`src/sv/lrh_pkg.sv`:
```
// ----------------------------------------------------------------------------
// lrh_pkg
// Shared widths, pipeline depths and lane result type for the reconciliation
// hint block.
// ----------------------------------------------------------------------------
`default_nettype none

package lrh_pkg;

  // Block shape
  localparam int LANES   = 4;
  localparam int COEF_W  = 16;
  localparam int MOD_W   = 15;
  localparam int HINT_W  = 8;

  // Scaling: t * 2^QSHIFT + modulus/2, 20-bit signed numerator
  localparam int QSHIFT  = 3;
  localparam int NUM_W   = COEF_W + QSHIFT + 1;
  localparam int MAG_W   = NUM_W - 1;

  // Only the low bucket bits (coarse + fine) are visible
  localparam int BKT_LOW_W = 3;
  localparam int BKT_TOP_W = 1;
  localparam int BUCKET_W  = BKT_LOW_W + BKT_TOP_W;

  // One quotient bit per divider stage, plus correction and numerator stages
  localparam int DIV_STAGES = MAG_W;
  localparam int PIPE_DEPTH = DIV_STAGES + 2;

  // What one lane hands to the merge stage
  typedef struct packed {
    logic [BUCKET_W-1:0] scaled;  // low bits of the signed scaled value
    logic                par;     // LSB of the corrected coefficient
  } lane_out_t;

endpackage

`default_nettype wire

```
`src/sv/lrh_merge.sv`:
```
// ----------------------------------------------------------------------------
// lrh_merge
// Sums the lane buckets, packs the hint byte and holds it in an output
// register with a skid slot behind it.
// ----------------------------------------------------------------------------
`default_nettype none

module lrh_merge (
  input  wire logic                      clk,
  input  wire logic                      rst_n,
  input  wire logic [lrh_pkg::MOD_W-1:0] modulus,
  input  wire logic                      up_valid,
  output logic                           up_ready,
  input  wire lrh_pkg::lane_out_t        lane_res [lrh_pkg::LANES],
  output logic                           out_tvalid,
  input  wire logic                      out_tready,
  output logic [lrh_pkg::HINT_W-1:0]     out_tdata
);

  localparam int BW = lrh_pkg::BUCKET_W;
  localparam int HW = lrh_pkg::HINT_W;

  logic [BW-1:0] bucket;
  logic [HW-1:0] hint;
  logic          up_fire;
  logic          out_free;

  logic          out_v_r, out_v_nxt;
  logic [HW-1:0] out_d_r, out_d_nxt;
  logic          skid_v_r, skid_v_nxt;
  logic [HW-1:0] skid_d_r, skid_d_nxt;

  // Sum the scaled values modulo the visible bucket width; no divisor means zero
  always_comb begin
    bucket = '0;
    for (int l = 0; l < lrh_pkg::LANES; l++) begin
      bucket = bucket + lane_res[l].scaled;
    end
    if (modulus == '0) begin
      bucket = '0;
    end
  end

  // Pair sum and difference share the same parity: a0 ^ b0
  assign hint = {lane_res[2].par ^ lane_res[3].par, lane_res[2].par ^ lane_res[3].par,
                 lane_res[0].par ^ lane_res[1].par, lane_res[0].par ^ lane_res[1].par,
                 bucket};

  assign up_ready = !skid_v_r;
  assign up_fire  = up_valid && up_ready;
  assign out_free = !out_v_r || out_tready;

  // Output register fed from the skid slot first, then from upstream
  always_comb begin
    out_v_nxt  = out_v_r;
    out_d_nxt  = out_d_r;
    skid_v_nxt = skid_v_r;
    skid_d_nxt = skid_d_r;
    if (out_free) begin
      if (skid_v_r) begin
        out_v_nxt  = 1'b1;
        out_d_nxt  = skid_d_r;
        skid_v_nxt = 1'b0;
      end else begin
        out_v_nxt = up_fire;
        out_d_nxt = hint;
      end
    end else if (up_fire) begin
      skid_v_nxt = 1'b1;
      skid_d_nxt = hint;
    end
  end

  always_ff @(posedge clk) begin
    if (!rst_n) begin
      out_v_r  <= 1'b0;
      skid_v_r <= 1'b0;
    end else begin
      out_v_r  <= out_v_nxt;
      skid_v_r <= skid_v_nxt;
    end
  end

  always_ff @(posedge clk) begin
    out_d_r  <= out_d_nxt;
    skid_d_r <= skid_d_nxt;
  end

  assign out_tvalid = out_v_r;
  assign out_tdata  = out_d_r;

endmodule

`default_nettype wire
```
`config.mk`:
```
export PLATFORM = sky130hd
export DESIGN_NAME = lrh_merge
export DESIGN_NICKNAME = d
export VERILOG_FILES = /design/src/sv/lrh_pkg.sv /design/src/sv/lrh_merge.sv
export SDC_FILE = /design/constraint.sdc
export NUM_CORES = 1
export LEC_CHECK = 0
export BUFFER_PORTS_ARGS = -buffer_cell sky130_fd_sc_hd__buf_2
export CAP_MARGIN = 20
export CORE_UTILIZATION = 46
export DETAILED_ROUTE_END_ITERATION = 10
export GPL_TIMING_DRIVEN = 0
export PLACE_DENSITY = 0.83
export SYNTH_ARGS = -nofsm -noshare
export SYNTH_HDL_FRONTEND = slang
export SYNTH_SLANG_ARGS = --single-unit
```
`constraint.sdc`:
```
create_clock -name clk -period 4.03 [get_ports clk]
set_input_delay 0.2015 -clock clk [delete_from_list [all_inputs] [get_ports clk]]
set_output_delay 0.2015 -clock clk [all_outputs]
set_load 0.05 [all_outputs]
```
==> results.sh <==
export IMPL_dp_cells=145
export IMPL_rows=15
export IMPL_layout_common_cells="buf_2 (48), inv_1 (13), edfxtp_1 (12)"
export IMPL_antenna_found_initial=0
export IMPL_dp_hpwl_mm=1.28
export IMPL_yosys_area_share_simple_pct=13.0
export IMPL_syn_area_per_cell_sq_um=12.0
export IMPL_yosysWarnings=0
export IMPL_synthMuxAreaShare_pct=2.61
export IMPL_ctsHoldBuffers=0
export IMPL_ir_drop_uv=241
export IMPL_core_sq_mm=0.00175
export IMPL_cts_sinks=14
export IMPL_diodes=0
export IMPL_clock_path_buffers=2
export IMPL_final_cells=149
export IMPL_cts_resized=0
export IMPL_die_w_microns=45.3
export IMPL_start_util_pct=49.5
export IMPL_tightest_slew_ns=0.804
export IMPL_post_route_min_period_ns=2.67
export IMPL_cap_violations=0
export IMPL_ys_seq_area_share_pct=46.4
export IMPL_yosysUniqueCellTypes=23
export IMPL_setup_violations=0
export IMPL_arrival_ns=2.78
export IMPL_io_pins=49
export IMPL_wl_per_cell_microns=9.72
export IMPL_regArea_sq_um=400
export IMPL_slew_headroom_pct=46.3
export IMPL_outcome="completed"
export IMPL_required_ns=4.15
export IMPL_grt_setup_unrepaired="false"
export IMPL_finalPower_w=0.000507
export IMPL_grt_pass1_vias=642
export IMPL_drive_gt1_share_pct=46.0
export IMPL_fin_tns_setup_ns=0
export IMPL_ant_nets=0
export IMPL_multi_input_area_sq_um=395
export IMPL_clock_latency_ns=0.27
export IMPL_final_common_cell="buf_2"
export IMPL_hp_class="in2reg"
export IMPL_first_pass_iters=4
export IMPL_syn_inst=72
export IMPL_synth_compound_area_share_pct=4.06
export IMPL_start_kind="input port"
export IMPL_hold_violations=0
export IMPL_cts_root_buf="clkbuf_4"
export IMPL_grt_pass1_wl_mm=2.48
export IMPL_cp_max_fo=2
export IMPL_die_h_microns=45.3
export IMPL_synth_top_family_by_area="adder cells"
export IMPL_setup_ws_ns=1.36
export IMPL_cts_tree="yes"
export IMPL_nets=172
export IMPL_track_usage_pct=17.0
export IMPL_period_share_pct=66.2
export IMPL_grt_max_degree=10
export IMPL_dieArea_sq_mm=0.00205
export IMPL_path_clk_slew_ns=0.08
export IMPL_holdWs_ns=0.183
export IMPL_syn_num_nets=119
export IMPL_grt_ovfl_total=0
export IMPL_synth_area_sq_um=863
export IMPL_cts_htree_levels=1
export IMPL_dp_slack_ns=1.05
export IMPL_portBuffers=48
export IMPL_fmax_mhz=375
export IMPL_synth_xor_area_share_pct=9.28
export IMPL_synth_fa_ha_area_share_pct=16.8
export IMPL_vias=694
export IMPL_drt_iter0_markers=4
export IMPL_cts_made_buffers=3
export IMPL_synth_seq_cells=14
export IMPL_crit_type="in2reg"
export IMPL_drv_slew=0
export IMPL_num_fill_cells=148
export IMPL_wl_mm=1.45
export IMPL_crit_path_end_kind="flop"
export IMPL_cts_setup_buffers=0
export IMPL_fin_skew_ns=0.000515
export IMPL_drt_vias_per_instance=4.66
export IMPL_place_gp_congestion=0.705
export IMPL_power_density_mw_per_mm2=433
export IMPL_leakage_nw=0.579
export IMPL_drc=0
export IMPL_syn2layout_area_growth_pct=35.7
## sequential cells by signal, indices dropped and copies added (netlist names)
signal      cells
out_tvalid      1
out_tdata       6
skid_d_r        6
skid_v_r        1
## power by group
part           switching, W   total, W  internal (W)
Sequential       0.00000430   0.000195      0.000191
Clock             0.0000426  0.0000975     0.0000549
Combinational      0.000134   0.000214     0.0000804
Total              0.000181   0.000507      0.000326
## critical path, cell delays in order
cell     delay (ns)
buf_2          0.07
inv_1          0.04
fa_1           0.49
fa_1           0.52
inv_1          0.04
ha_1           0.20
fa_1           0.37
xnor3_1        0.22
xnor3_1        0.43
o31ai_2        0.18
## Yosys cell counts
master | instances | area share [%]
inv_1 | 13 | 5.7
edfxtp_1 | 12 | 42
nand2_1 | 7 | 3.0
fa_1 | 6 | 14
and2_1 | 3 | 2.2
nor4_1 | 3 | 2.2
o21ai_0 | 3 | 1.7
xor2_1 | 3 | 3.0
buf_4 | 2 | 1.7
dfxtp_1 | 2 | 4.6
ha_1 | 2 | 2.9
mux2_2 | 2 | 2.6
nor2_1 | 2 | 0.87
nor3b_1 | 2 | 1.7
xnor3_1 | 2 | 5.2
a21boi_0 | 1 | 0.87
and4_1 | 1 | 1.0
clkbuf_1 | 1 | 0.43
nand2b_1 | 1 | 0.73
nand4_1 | 1 | 0.73
nor3_1 | 1 | 0.58
o31ai_2 | 1 | 1.4
xnor2_1 | 1 | 1.0
## metrics by stage
step                      util (%)  cell area (sq um)
final                         67.1               1170
after global routing          67.1               1170
after CTS                     67.1               1170
after detailed placement      65.0               1130
after global placement        65.0               1130
after floorplan                  -                863
## routing by layer
metal,track usage [%],wire (microns)
met1,19.1,550
met2,32.5,798
met3,0,84
met4,9.09,14
met5,0,0
## worst paths after layout
check	start	to	slack, ns	cells after the start
setup / recovery	lane_res[2]	out_tdata[3]	1.36	10
hold reg to reg	skid_d_r[0]	out_tdata[0]	0.53	2
setup reg to reg	out_tvalid	skid_d_r[2]	2.39	2
hold / removal	rst_n	out_tvalid	0.18	2
## cells by family after synthesis
logic type	count (synthesis)
flops	14
compound gates	5
fa+ha+maj	8
xor+xnor	6
simple gates	21
mux	2
buf+inv	16
## layout make-up
class,count,area share (%)
inverters,13,4.17
plain buffers,3,1.60
flip-flops and latches,14,34.2
clock buffers,4,3.10
well taps,25,2.67
multi-input cells,42,33.8
repair buffers,48,20.5
Power figures use the tool's default switching activity.
