**src/sv/lrh_pkg.sv**
```systemverilog
// ----------------------------------------------------------------------------
// lrh_pkg
// Shared widths, pipeline depths and lane result type for the reconciliation
// hint block.
// ----------------------------------------------------------------------------
`default_nettype none

package lrh_pkg;

  // Block shape
  localparam int LANES   = 4;
  localparam int COEF_W  = 16;
  localparam int MOD_W   = 15;
  localparam int HINT_W  = 8;

  // Scaling: t * 2^QSHIFT + modulus/2, 20-bit signed numerator
  localparam int QSHIFT  = 3;
  localparam int NUM_W   = COEF_W + QSHIFT + 1;
  localparam int MAG_W   = NUM_W - 1;

  // Only the low bucket bits (coarse + fine) are visible
  localparam int BKT_LOW_W = 3;
  localparam int BKT_TOP_W = 1;
  localparam int BUCKET_W  = BKT_LOW_W + BKT_TOP_W;

  // One quotient bit per divider stage, plus correction and numerator stages
  localparam int DIV_STAGES = MAG_W;
  localparam int PIPE_DEPTH = DIV_STAGES + 2;

  // What one lane hands to the merge stage
  typedef struct packed {
    logic [BUCKET_W-1:0] scaled;  // low bits of the signed scaled value
    logic                par;     // LSB of the corrected coefficient
  } lane_out_t;

endpackage

`default_nettype wire

```
**src/sv/lrh_lane.sv**
```systemverilog
// ----------------------------------------------------------------------------
// lrh_lane
// One coefficient lane: negative correction, scaled numerator and a
// pipelined restoring divider, one quotient bit per stage.
// ----------------------------------------------------------------------------
`default_nettype none

module lrh_lane (
  input  wire logic                              clk,
  input  wire logic                              en,
  input  wire logic [lrh_pkg::MOD_W-1:0]         modulus,
  input  wire logic signed [lrh_pkg::COEF_W-1:0] coef,
  output lrh_pkg::lane_out_t                     result
);

  localparam int DS = lrh_pkg::DIV_STAGES;
  localparam int MW = lrh_pkg::MOD_W;
  localparam int AW = lrh_pkg::MAG_W;
  localparam int NW = lrh_pkg::NUM_W;
  localparam int BW = lrh_pkg::BUCKET_W;

  // Stage 1: corrected coefficient
  logic [lrh_pkg::COEF_W-1:0] t_r, t_nxt;

  // Stage 2: numerator magnitude and sign
  logic [NW-1:0] num;
  logic [AW-1:0] mag_r, mag_nxt;
  logic          neg_r, neg_nxt;
  logic          par2_r;

  // Divider stages
  logic [MW-1:0] rem_r [DS];
  logic [AW-1:0] dvd_r [DS];
  logic [BW-1:0] qb_r  [DS];
  logic          sgn_r [DS];
  logic          par_r [DS];

  logic [MW-1:0] rem_nxt [DS];
  logic [AW-1:0] dvd_nxt [DS];
  logic [BW-1:0] qb_nxt  [DS];

  // Add the modulus once to a negative coefficient, wrap to 16 bits
  always_comb begin
    if (coef[lrh_pkg::COEF_W-1]) begin
      t_nxt = coef + {1'b0, modulus};
    end else begin
      t_nxt = coef;
    end
  end

  // Numerator t*8 + modulus/2, then split into sign and magnitude
  always_comb begin
    num     = {t_r[lrh_pkg::COEF_W-1], t_r, {lrh_pkg::QSHIFT{1'b0}}}
              + {{(NW - MW + 1){1'b0}}, modulus[MW-1:1]};
    neg_nxt = num[NW-1];
    if (num[NW-1]) begin
      mag_nxt = AW'(-num);
    end else begin
      mag_nxt = num[AW-1:0];
    end
  end

  // Restoring step per stage: shift in the next dividend bit, subtract if it fits
  always_comb begin
    logic [MW-1:0] rem_in;
    logic [AW-1:0] dvd_in;
    logic [BW-1:0] qb_in;
    logic [MW:0]   trial;
    logic          fit;
    rem_in = '0;
    dvd_in = mag_r;
    qb_in  = '0;
    for (int s = 0; s < DS; s++) begin
      trial      = {rem_in, dvd_in[AW-1]};
      fit        = (trial >= {1'b0, modulus});
      rem_nxt[s] = fit ? MW'(trial - {1'b0, modulus}) : trial[MW-1:0];
      dvd_nxt[s] = {dvd_in[AW-2:0], 1'b0};
      qb_nxt[s]  = {qb_in[BW-2:0], fit};
      // The next stage works on what this stage holds
      rem_in = rem_r[s];
      dvd_in = dvd_r[s];
      qb_in  = qb_r[s];
    end
  end

  // Advance the whole lane together
  always_ff @(posedge clk) begin
    if (en) begin
      t_r      <= t_nxt;
      mag_r    <= mag_nxt;
      neg_r    <= neg_nxt;
      par2_r   <= t_r[0];
      sgn_r[0] <= neg_r;
      par_r[0] <= par2_r;
      for (int s = 0; s < DS; s++) begin
        rem_r[s] <= rem_nxt[s];
        dvd_r[s] <= dvd_nxt[s];
        qb_r[s]  <= qb_nxt[s];
      end
      for (int s = 1; s < DS; s++) begin
        sgn_r[s] <= sgn_r[s-1];
        par_r[s] <= par_r[s-1];
      end
    end
  end

  // Truncating division: negate the quotient when the numerator was negative
  always_comb begin
    if (sgn_r[DS-1]) begin
      result.scaled = BW'(~qb_r[DS-1] + 1'b1);
    end else begin
      result.scaled = qb_r[DS-1];
    end
    result.par = par_r[DS-1];
  end

endmodule

`default_nettype wire

```
**config.mk**
```make
export PLATFORM = sky130hd
export DESIGN_NAME = lrh_lane
export DESIGN_NICKNAME = d
export VERILOG_FILES = /design/src/sv/lrh_pkg.sv /design/src/sv/lrh_lane.sv
export SDC_FILE = /design/constraint.sdc
export NUM_CORES = 1
export LEC_CHECK = 0
export BUFFER_PORTS_ARGS = -buffer_cell sky130_fd_sc_hd__buf_4
export CELL_PAD_IN_SITES_DETAIL_PLACEMENT = 1
export CELL_PAD_IN_SITES_GLOBAL_PLACEMENT = 1
export CORE_MARGIN = 1.5
export CORE_UTILIZATION = 57
export CTS_CLUSTER_DIAMETER = 200
export CTS_CLUSTER_SIZE = 25
export DETAILED_ROUTE_END_ITERATION = 12
export PLACE_DENSITY = 0.94
export SLEW_MARGIN = 30
export SYNTH_ARGS = -nofsm -noshare
export SYNTH_HDL_FRONTEND = slang
export SYNTH_SLANG_ARGS = --single-unit
```
**constraint.sdc**
```tcl
create_clock -name clk -period 9.5 [get_ports clk]
set_input_delay 1.9 -clock clk [delete_from_list [all_inputs] [get_ports clk]]
set_output_delay 1.9 -clock clk [all_outputs]
set_load 0.05 [all_outputs]
```
==> metrics.csv, run 1 <==
metric,value,unit
number of flops mapped to enable cells by yosys,526,
TritonCTS Sinks,526,
Worst path depth,13,
achievable clock frequency,195,MHz
drt first pass iters,8,
most frequent cells in the layout,"edfxtp_1 (526), ha_1 (300), a21oi_1 (219), mux2_2 (180), xnor2_1 (173)",
"Arr. time, crit path",5.49,ns
CTS root buf,clkbuf_16,
Post-synth top flop,edfxtp_1,
Peak supply drop,0.141,mV
Syn Inst Count,2635,
Leak Pwr,0.0130,uW
"Seq/Total Area, Yosys",49.4,%
clock buffer depth,3,
post_cts resized,0,
mux share of post-synthesis cell area,7.44,%
Core ar.,55300,um^2
Iter 0 DRT Violations,1590,
nets@finish,3041,
"commonest non-fill, non-tap cell in the layout",edfxtp_1,
CTS tree,yes,
ratio of cells with drive above 1 in the final layout,12.4,%
post-synthesis sequential element count,526,
pwr/cell area,307,nW/um^2
first-pass GRT wire length,134000,um
crit-path leading delay family,compound AO/OA/AOI/OAI gates,
clock-pin slew on the worst setup and hold paths,0.11,ns
H-tree depth,1,
Critical path buffers and inverters,3,
crit start category,input port,
Worst slew margin,30.2,%
remaining antenna violation count,0,
ys async rst share,0,%
share of the clock period used by the worst path,54.0,%
# Max-Cap Violations,0,
hpwl dp,61500,um
Fin Setup TNS,0,ns
Die Width,240,um
routed vias/inst,6.42,
Post-CTS Setup Inserts,0,
Starting Density,57.8,%
"Core Util, Final",61.2,%
final critical-path required period,5.13,ns
Yosys cell types,65,
"Setup violations, final",0,
row cnt,86,
Crit-path slowest cell,buf_4,
Synth Area in XOR/XNOR,6.71,%
CTS Buf Count,25,
worst hold margin,0.406,ns
DR WL/cell,25.0,um
worst reg2reg path depth,13,
crit end category,flop,
die area,57500,um^2
Worst Path Required,9.86,ns
DR vias,22100,
area share of fa/ha/maj cells after synthesis,12.9,%
CTS Hold Buffers Added,0,
critical path class,input port to flop,
cells along the critical path,buf_4 > inv_1 > buf_4 > ha_1 > nor2b_1 > o21a_1 > o21ai_0 > a2111oi_0 > o21ai_0 > a21oi_1 > o41ai_1 > xnor2_1 > mux2_2,
DRC errors left,0,
Final Hold Viols,0,
Ys Warns,0,
cell area after synthesis,32000,um^2
Max Slew Vio Count,0,
final WL,86000,um
main combinational cell family by area after synthesis,adder cells,
clock skew,0.0296,ns
Global Route Usage Sum,29.9,%
routability cong.,0.919,
placed cell areas,33200,um^2
RSZ-0062 raised after global routing,no,
# diodes,0,
gr ovfl total,0,
synthesized net count,2987,
Mean Syn Cell Area,12.1,um^2
number of global-route vias before repair,24300,
initial antenna violation count,1,
Hold WC Path Type,flop to flop,
largest net degree at the start of global routing,165,
status,"finished, final reports clean",
"Max FO, Critical Path",21,
Synth Area in Compound Gates,11.0,%
worst slew pin tran,1.05,ns
P&R area growth vs syn,5.75,%
final instance area,33800,um^2
Synth Area in Simple Gates,10.5,%
hold depth,0,
clock latency on the worst-skew pair,0.60,ns
I/O Buffers,37,
"slowest stage delay, CP",0.46,ns
Die H,240,um
IO Pins,38,
## through the flow
step | std cells | power, uW | setup slack, ns
CTS | 3437 | 10300 | 4.40
detailed placement | 3410 | 9090 | 3.78
global placement | 3410 | 8600 | 4.03
floorplan | 2635 | 7720 | 4.55
global route | 3437 | 11000 | 4.10
finish | 3437 | 10400 | 4.37
## state kept, by name, indices dropped and copies added (netlist names)
register and flops:
neg_r 1, qb_r 10, par_r 19, rem_r 270, mag_r 19, dvd_r 171
t_r 16, par2_r 1, sgn_r 19
## cell families after synthesis
logic type / Yosys count
mux: 215
compound gates: 558
flops: 526
fa+ha+maj: 319
xor+xnor: 245
buf+inv: 152
simple gates: 620
## layout make-up
class / count / area [um^2]
fill: 5649 / 21500
clock buffer: 26 / 629
tap: 748 / 936
multi-input combinational: 1957 / 15500
timing repair buffer: 57 / 464
inverter: 122 / 458
sequential: 526 / 15800
clock inverter: 1 / 30.0
## cell usage after synthesis, drive strengths merged, types with 13 or more instances
cell / instances / area share, %
a2111oi: 16 / 0.44
or2: 31 / 0.61
nand2b: 27 / 0.53
mux2: 182 / 6.4
nor2: 143 / 1.7
o21a: 38 / 0.89
a21oi: 221 / 3.5
a21o: 61 / 1.4
or4: 14 / 0.33
a31oi: 22 / 0.43
xnor2: 173 / 4.7
nor3: 92 / 1.5
nor2b: 71 / 1.4
o21ai: 102 / 1.8
and2: 13 / 0.25
o21bai: 21 / 0.49
nand3b: 15 / 0.35
a21boi: 14 / 0.33
buf: 19 / 0.56
edfxtp: 526 / 49
nand4: 69 / 1.3
ha: 300 / 12
o31a: 29 / 0.79
and3: 14 / 0.27
nand3: 27 / 0.42
mux2i: 33 / 1.0
nand2: 60 / 0.81
fa: 19 / 1.2
inv: 119 / 1.4
xor2: 72 / 2.0
nor4: 22 / 0.43
## path summary, 6_finish.rpt
path / start / to / slack, ns
setup / recovery: modulus[1] / rem_r[15][11]$_DFFE_PP_ / 4.37
hold / removal: dvd_r[0][2]$_DFFE_PP_ / dvd_r[1][3]$_DFFE_PP_ / 0.41
setup reg to reg: t_r[0]$_DFFE_PP_ / mag_r[4]$_DFFE_PP_ / 5.76
hold reg to reg: dvd_r[0][2]$_DFFE_PP_ / dvd_r[1][3]$_DFFE_PP_ / 0.41
## per-layer routing
metal	wire length, um	up-vias	part of all wire, %	global-route usage [%]
met2	44200	695	51	54.7
li1	-	10100	-	-
met3	3950	275	4.6	3.80
met4	4320	0	5.0	14.2
met5	0	-	0	0
met1	33600	11000	39	34.8
## power breakdown
group	leakage, uW	internal [uW]	total [uW]	switching, uW
combinational	0.00755	2420	5260	2840
clock	0.000321	481	1210	729
sequential	0.00514	3520	3930	412
## worst reg2reg max path, cell delays in order, from the launching register on
cell      delay [ns]
edfxtp_1        0.43
ha_1            0.20
inv_1           0.06
fa_1            0.44
nor2b_4         0.15
o31a_1          0.24
o211ai_1        0.15
a21oi_1         0.22
and2_1          0.26
nor2_1          0.08
o21ai_2         0.44
clkinv_1        0.45
o21ai_0         0.26
xor2_1          0.11
(Power assumes the default switching activity.)
==> run 2, diff against run 1 <==
Settings changed: ABC_AREA set to 1, CORE_UTILIZATION 57 to 51, PLACE_DENSITY 0.94 to 0.89.
Clock period 9.5 ns to 4.9 ns, I/O delays scaled along.
==> run 2 against run 1 <==
Cell count up 29%; via count grew 21%; clock skew increased by 0.014 ns; largest cell class is now multi-input combinational cells; largest power group unchanged; highest routed layer unchanged.
==> metrics.csv, run 2 <==
metric,value,unit,change
status,"finished, final reports clean",,unchanged
"Seq/Total Area, Yosys",47.2,%,was 49.4%
crit start category,input port,,unchanged
Post-synth top cells,"edfxtp_1 (526), nand2_1 (495), nor2_1 (462), a21oi_1 (460), inv_1 (301)",,"was edfxtp_1 (526), ha_1 (300), a21oi_1 (219), mux2_2 (180), xnor2_1 (173)"
pwr/cell area,580,nW/um^2,was 307 nW/um^2
Starting Density,51.8,%,was 57.8%
gr ovfl total,0,,unchanged
DRC errors left,0,,unchanged
Post-CTS Setup Inserts,0,,unchanged
share of the clock period used by the worst path,71.3,%,
Iter 0 DRT Violations,1976,,"was 1,590"
remaining antenna violation count,0,,unchanged
IO Pins,38,,unchanged
cell area after synthesis,33500,um^2,"was 32,000 um^2"
number of global-route vias before repair,28700,,"was 24,300"
Core ar.,64700,um^2,"was 55,300 um^2"
achievable clock frequency,286,MHz,
synthesized net count,3870,,"was 2,987"
Mean Syn Cell Area,9.52,um^2,was 12.1 um^2
# diodes,0,,unchanged
Synth Area in Compound Gates,12.7,%,was 11.0%
initial antenna violation count,0,,was 1
Worst Path Required,5.24,ns,was 9.86 ns
CTS Hold Buffers Added,0,,unchanged
post-synth top area share,47.2,%,was 49.4%
post_cts resized,0,,unchanged
Fin Setup TNS,0,ns,unchanged
nets@finish,3924,,"was 3,041"
"Setup violations, final",0,,unchanged
Die Width,259,um,was 240 um
TritonCTS Sinks,526,,unchanged
worst slew pin tran,1.04,ns,was 1.05 ns
die area,67200,um^2,"was 57,500 um^2"
Final Hold Viols,0,,unchanged
RSZ-0062 raised after global routing,no,,unchanged
leading registers by flop count,"rem_r: 270 flops, dvd_r: 171 flops",,unchanged
"commonest non-fill, non-tap cell in the layout",edfxtp_1,,unchanged
CTS root buf,clkbuf_16,,unchanged
Synth area leaders,"edfxtp_1 (47%), ha_1 (11%), a21oi_1 (6.9%), nand2_1 (5.5%), nor2_1 (5.2%)",,"was edfxtp_1 (49%), ha_1 (12%), mux2_2 (6.3%), xnor2_1 (4.7%), a21oi_1 (3.4%)"
final WL,97600,um,"was 86,000 um"
hpwl dp,73800,um,"was 61,500 um"
drt first pass iters,5,,was 8
Ys Warns,0,,unchanged
row cnt,93,,was 86
critical path class,input port to flop,,unchanged
ys async rst share,0,%,unchanged
clock skew,0.0433,ns,was 0.0296 ns
DR vias,26700,,"was 22,100"
Die H,259,um,was 240 um
filler cell count,7450,,"was 5,649"
Biggest register,rem_r,,unchanged
final critical-path required period,3.49,ns,
clock-pin slew on the worst setup and hold paths,0.11,ns,about the same
P&R area growth vs syn,5.97,%,was 5.75%
Global Route Usage Sum,28.9,%,was 29.9%
CTS tree,yes,,unchanged
clock latency on the worst-skew pair,0.63,ns,was 0.60 ns
Post-synth top flop,edfxtp_1,,unchanged
Synth Area in XOR/XNOR,5.99,%,was 6.71%
placed cell areas,34800,um^2,"was 33,200 um^2"
first-pass GRT wire length,153000,um,"was 134,000 um"
Yosys top cell by area,edfxtp_1,,unchanged
CTS Buf Count,25,,unchanged
H-tree depth,1,,unchanged
"Max FO, Critical Path",28,,was 21
Largest register FFs,270,,unchanged
post-synthesis sequential element count,526,,unchanged
Max Slew Vio Count,0,,unchanged
area share of fa/ha/maj cells after synthesis,12.3,%,was 12.9%
# Max-Cap Violations,0,,unchanged
Peak supply drop,0.235,mV,was 0.141 mV
DR WL/cell,22.0,um,was 25.0 um
Hold WC Path Type,flop to flop,,unchanged
routability cong.,0.936,,was 0.919
largest net degree at the start of global routing,117,,was 165
ratio of cells with drive above 1 in the final layout,4.70,%,was 12.4%
Syn Inst Count,3518,,"was 2,635"
number of flops mapped to enable cells by yosys,526,,unchanged
final instance area,35500,um^2,"was 33,800 um^2"
clock buffer depth,3,,unchanged
"Arr. time, crit path",3.83,ns,was 5.49 ns
main combinational cell family by area after synthesis,simple AND/OR/NAND/NOR gates,,was adder cells
routed vias/inst,6.04,,was 6.42
Leak Pwr,0.0145,uW,was 0.0130 uW
I/O Buffers,37,,unchanged
mux share of post-synthesis cell area,0,%,was 7.44%
crit end category,flop,,unchanged
Yosys cell types,42,,was 65
Synth Area in Simple Gates,17.5,%,was 10.5%
most frequent cells in the layout,"edfxtp_1 (526), nand2_1 (495), nor2_1 (462), a21oi_1 (460), inv_1 (301)",,"was edfxtp_1 (526), ha_1 (300), a21oi_1 (219), mux2_2 (180), xnor2_1 (173)"
Worst slew margin,30.3,%,was 30.2%
"count leader, synth",edfxtp_1,,unchanged
==> run 2: changes by cell type in the layout (fill, tap and decap cells not counted), sizes merged, moves of 28 or more <==
cell,previous run,this run
a21oi,221,461
inv,119,304
mux2,182,0
mux2i,33,0
nand2,60,505
nand3,27,147
nor2,143,467
nor2b,71,0
nor4,22,50
o21ai,102,207
o31a,29,0
or2,31,2
xnor2,173,144
==> run 2: stage by stage <==
stage	setup WS [ns]	total power [uW]	hold WS, ns	instances	util, %
global route	1.25	22000	0.422	4428	54.9
global placement	0.929	17300	0.400	4400	53.8
CTS	1.45	20500	0.414	4428	54.9
floorplan	1.87	15200	0.400	3518	-
detailed placement	0.805	18000	0.406	4400	53.8
finish	1.41	20600	0.412	4428	54.9
==> run 2: where the power goes <==
part	switching (uW)	leakage, uW	internal, uW	total (uW)
combinational	6620	0.00905	3830	10500
clock	1460	0.000330	941	2410
sequential	911	0.00512	6800	7710
total	9000	0.0145	11600	20600
==> run 2: final cells by class <==
| type | instances | area, um^2 | area share, % |
|---|---|---|---|
| multi-input combinational | 2649 | 16200 | 45.7 |
| clock buffer | 26 | 629 | 1.77 |
| inverter | 303 | 1140 | 3.21 |
| clock inverter | 2 | 50.0 | 0.141 |
| sequential | 526 | 15800 | 44.5 |
| timing repair buffer | 67 | 573 | 1.61 |
| tap | 855 | 1070 | 3.01 |
==> run 2: metal layers <==
layer	wire length, um	up-vias	global-route usage [%]
li1	-	12500	-
met1	38200	13100	33.7
met2	49800	788	53.1
met3	4480	310	2.96
met4	5090	0	13.2
met5	0	-	0
==> run 2: worst paths after layout <==
kind	depth (start not counted)	startpoint	slack, ns	end
worst max-delay path	10	modulus[5]	1.41	rem_r[16][3]$_DFFE_PP_
worst min-delay path	0	dvd_r[5][12]$_DFFE_PP_	0.41	dvd_r[6][13]$_DFFE_PP_
worst max register to register	16	t_r[0]$_DFFE_PP_	1.99	mag_r[16]$_DFFE_PP_
worst min register to register	0	dvd_r[5][12]$_DFFE_PP_	0.41	dvd_r[6][13]$_DFFE_PP_
==> run 2: cells by family (layout without fill, tap and decap cells) <==
kind of cell	Yosys count	after routing
AOI/OAI and AO/OA	786	786
adders and majority gates	319	319
and+or+nand+nor	1315	1315
xor gates and xnor gates	229	229
buffers and inverters	343	398
DFF	526	526
==> run 2: critical path: stages <==
cell and delay (ns):
buf_4 0.15, inv_1 0.68, buf_4 0.29, ha_1 0.31, a21oi_1 0.23, o21bai_1 0.11, o21ai_1 0.22, nand3_2 0.47
nor2_1 0.29, a21oi_1 0.06
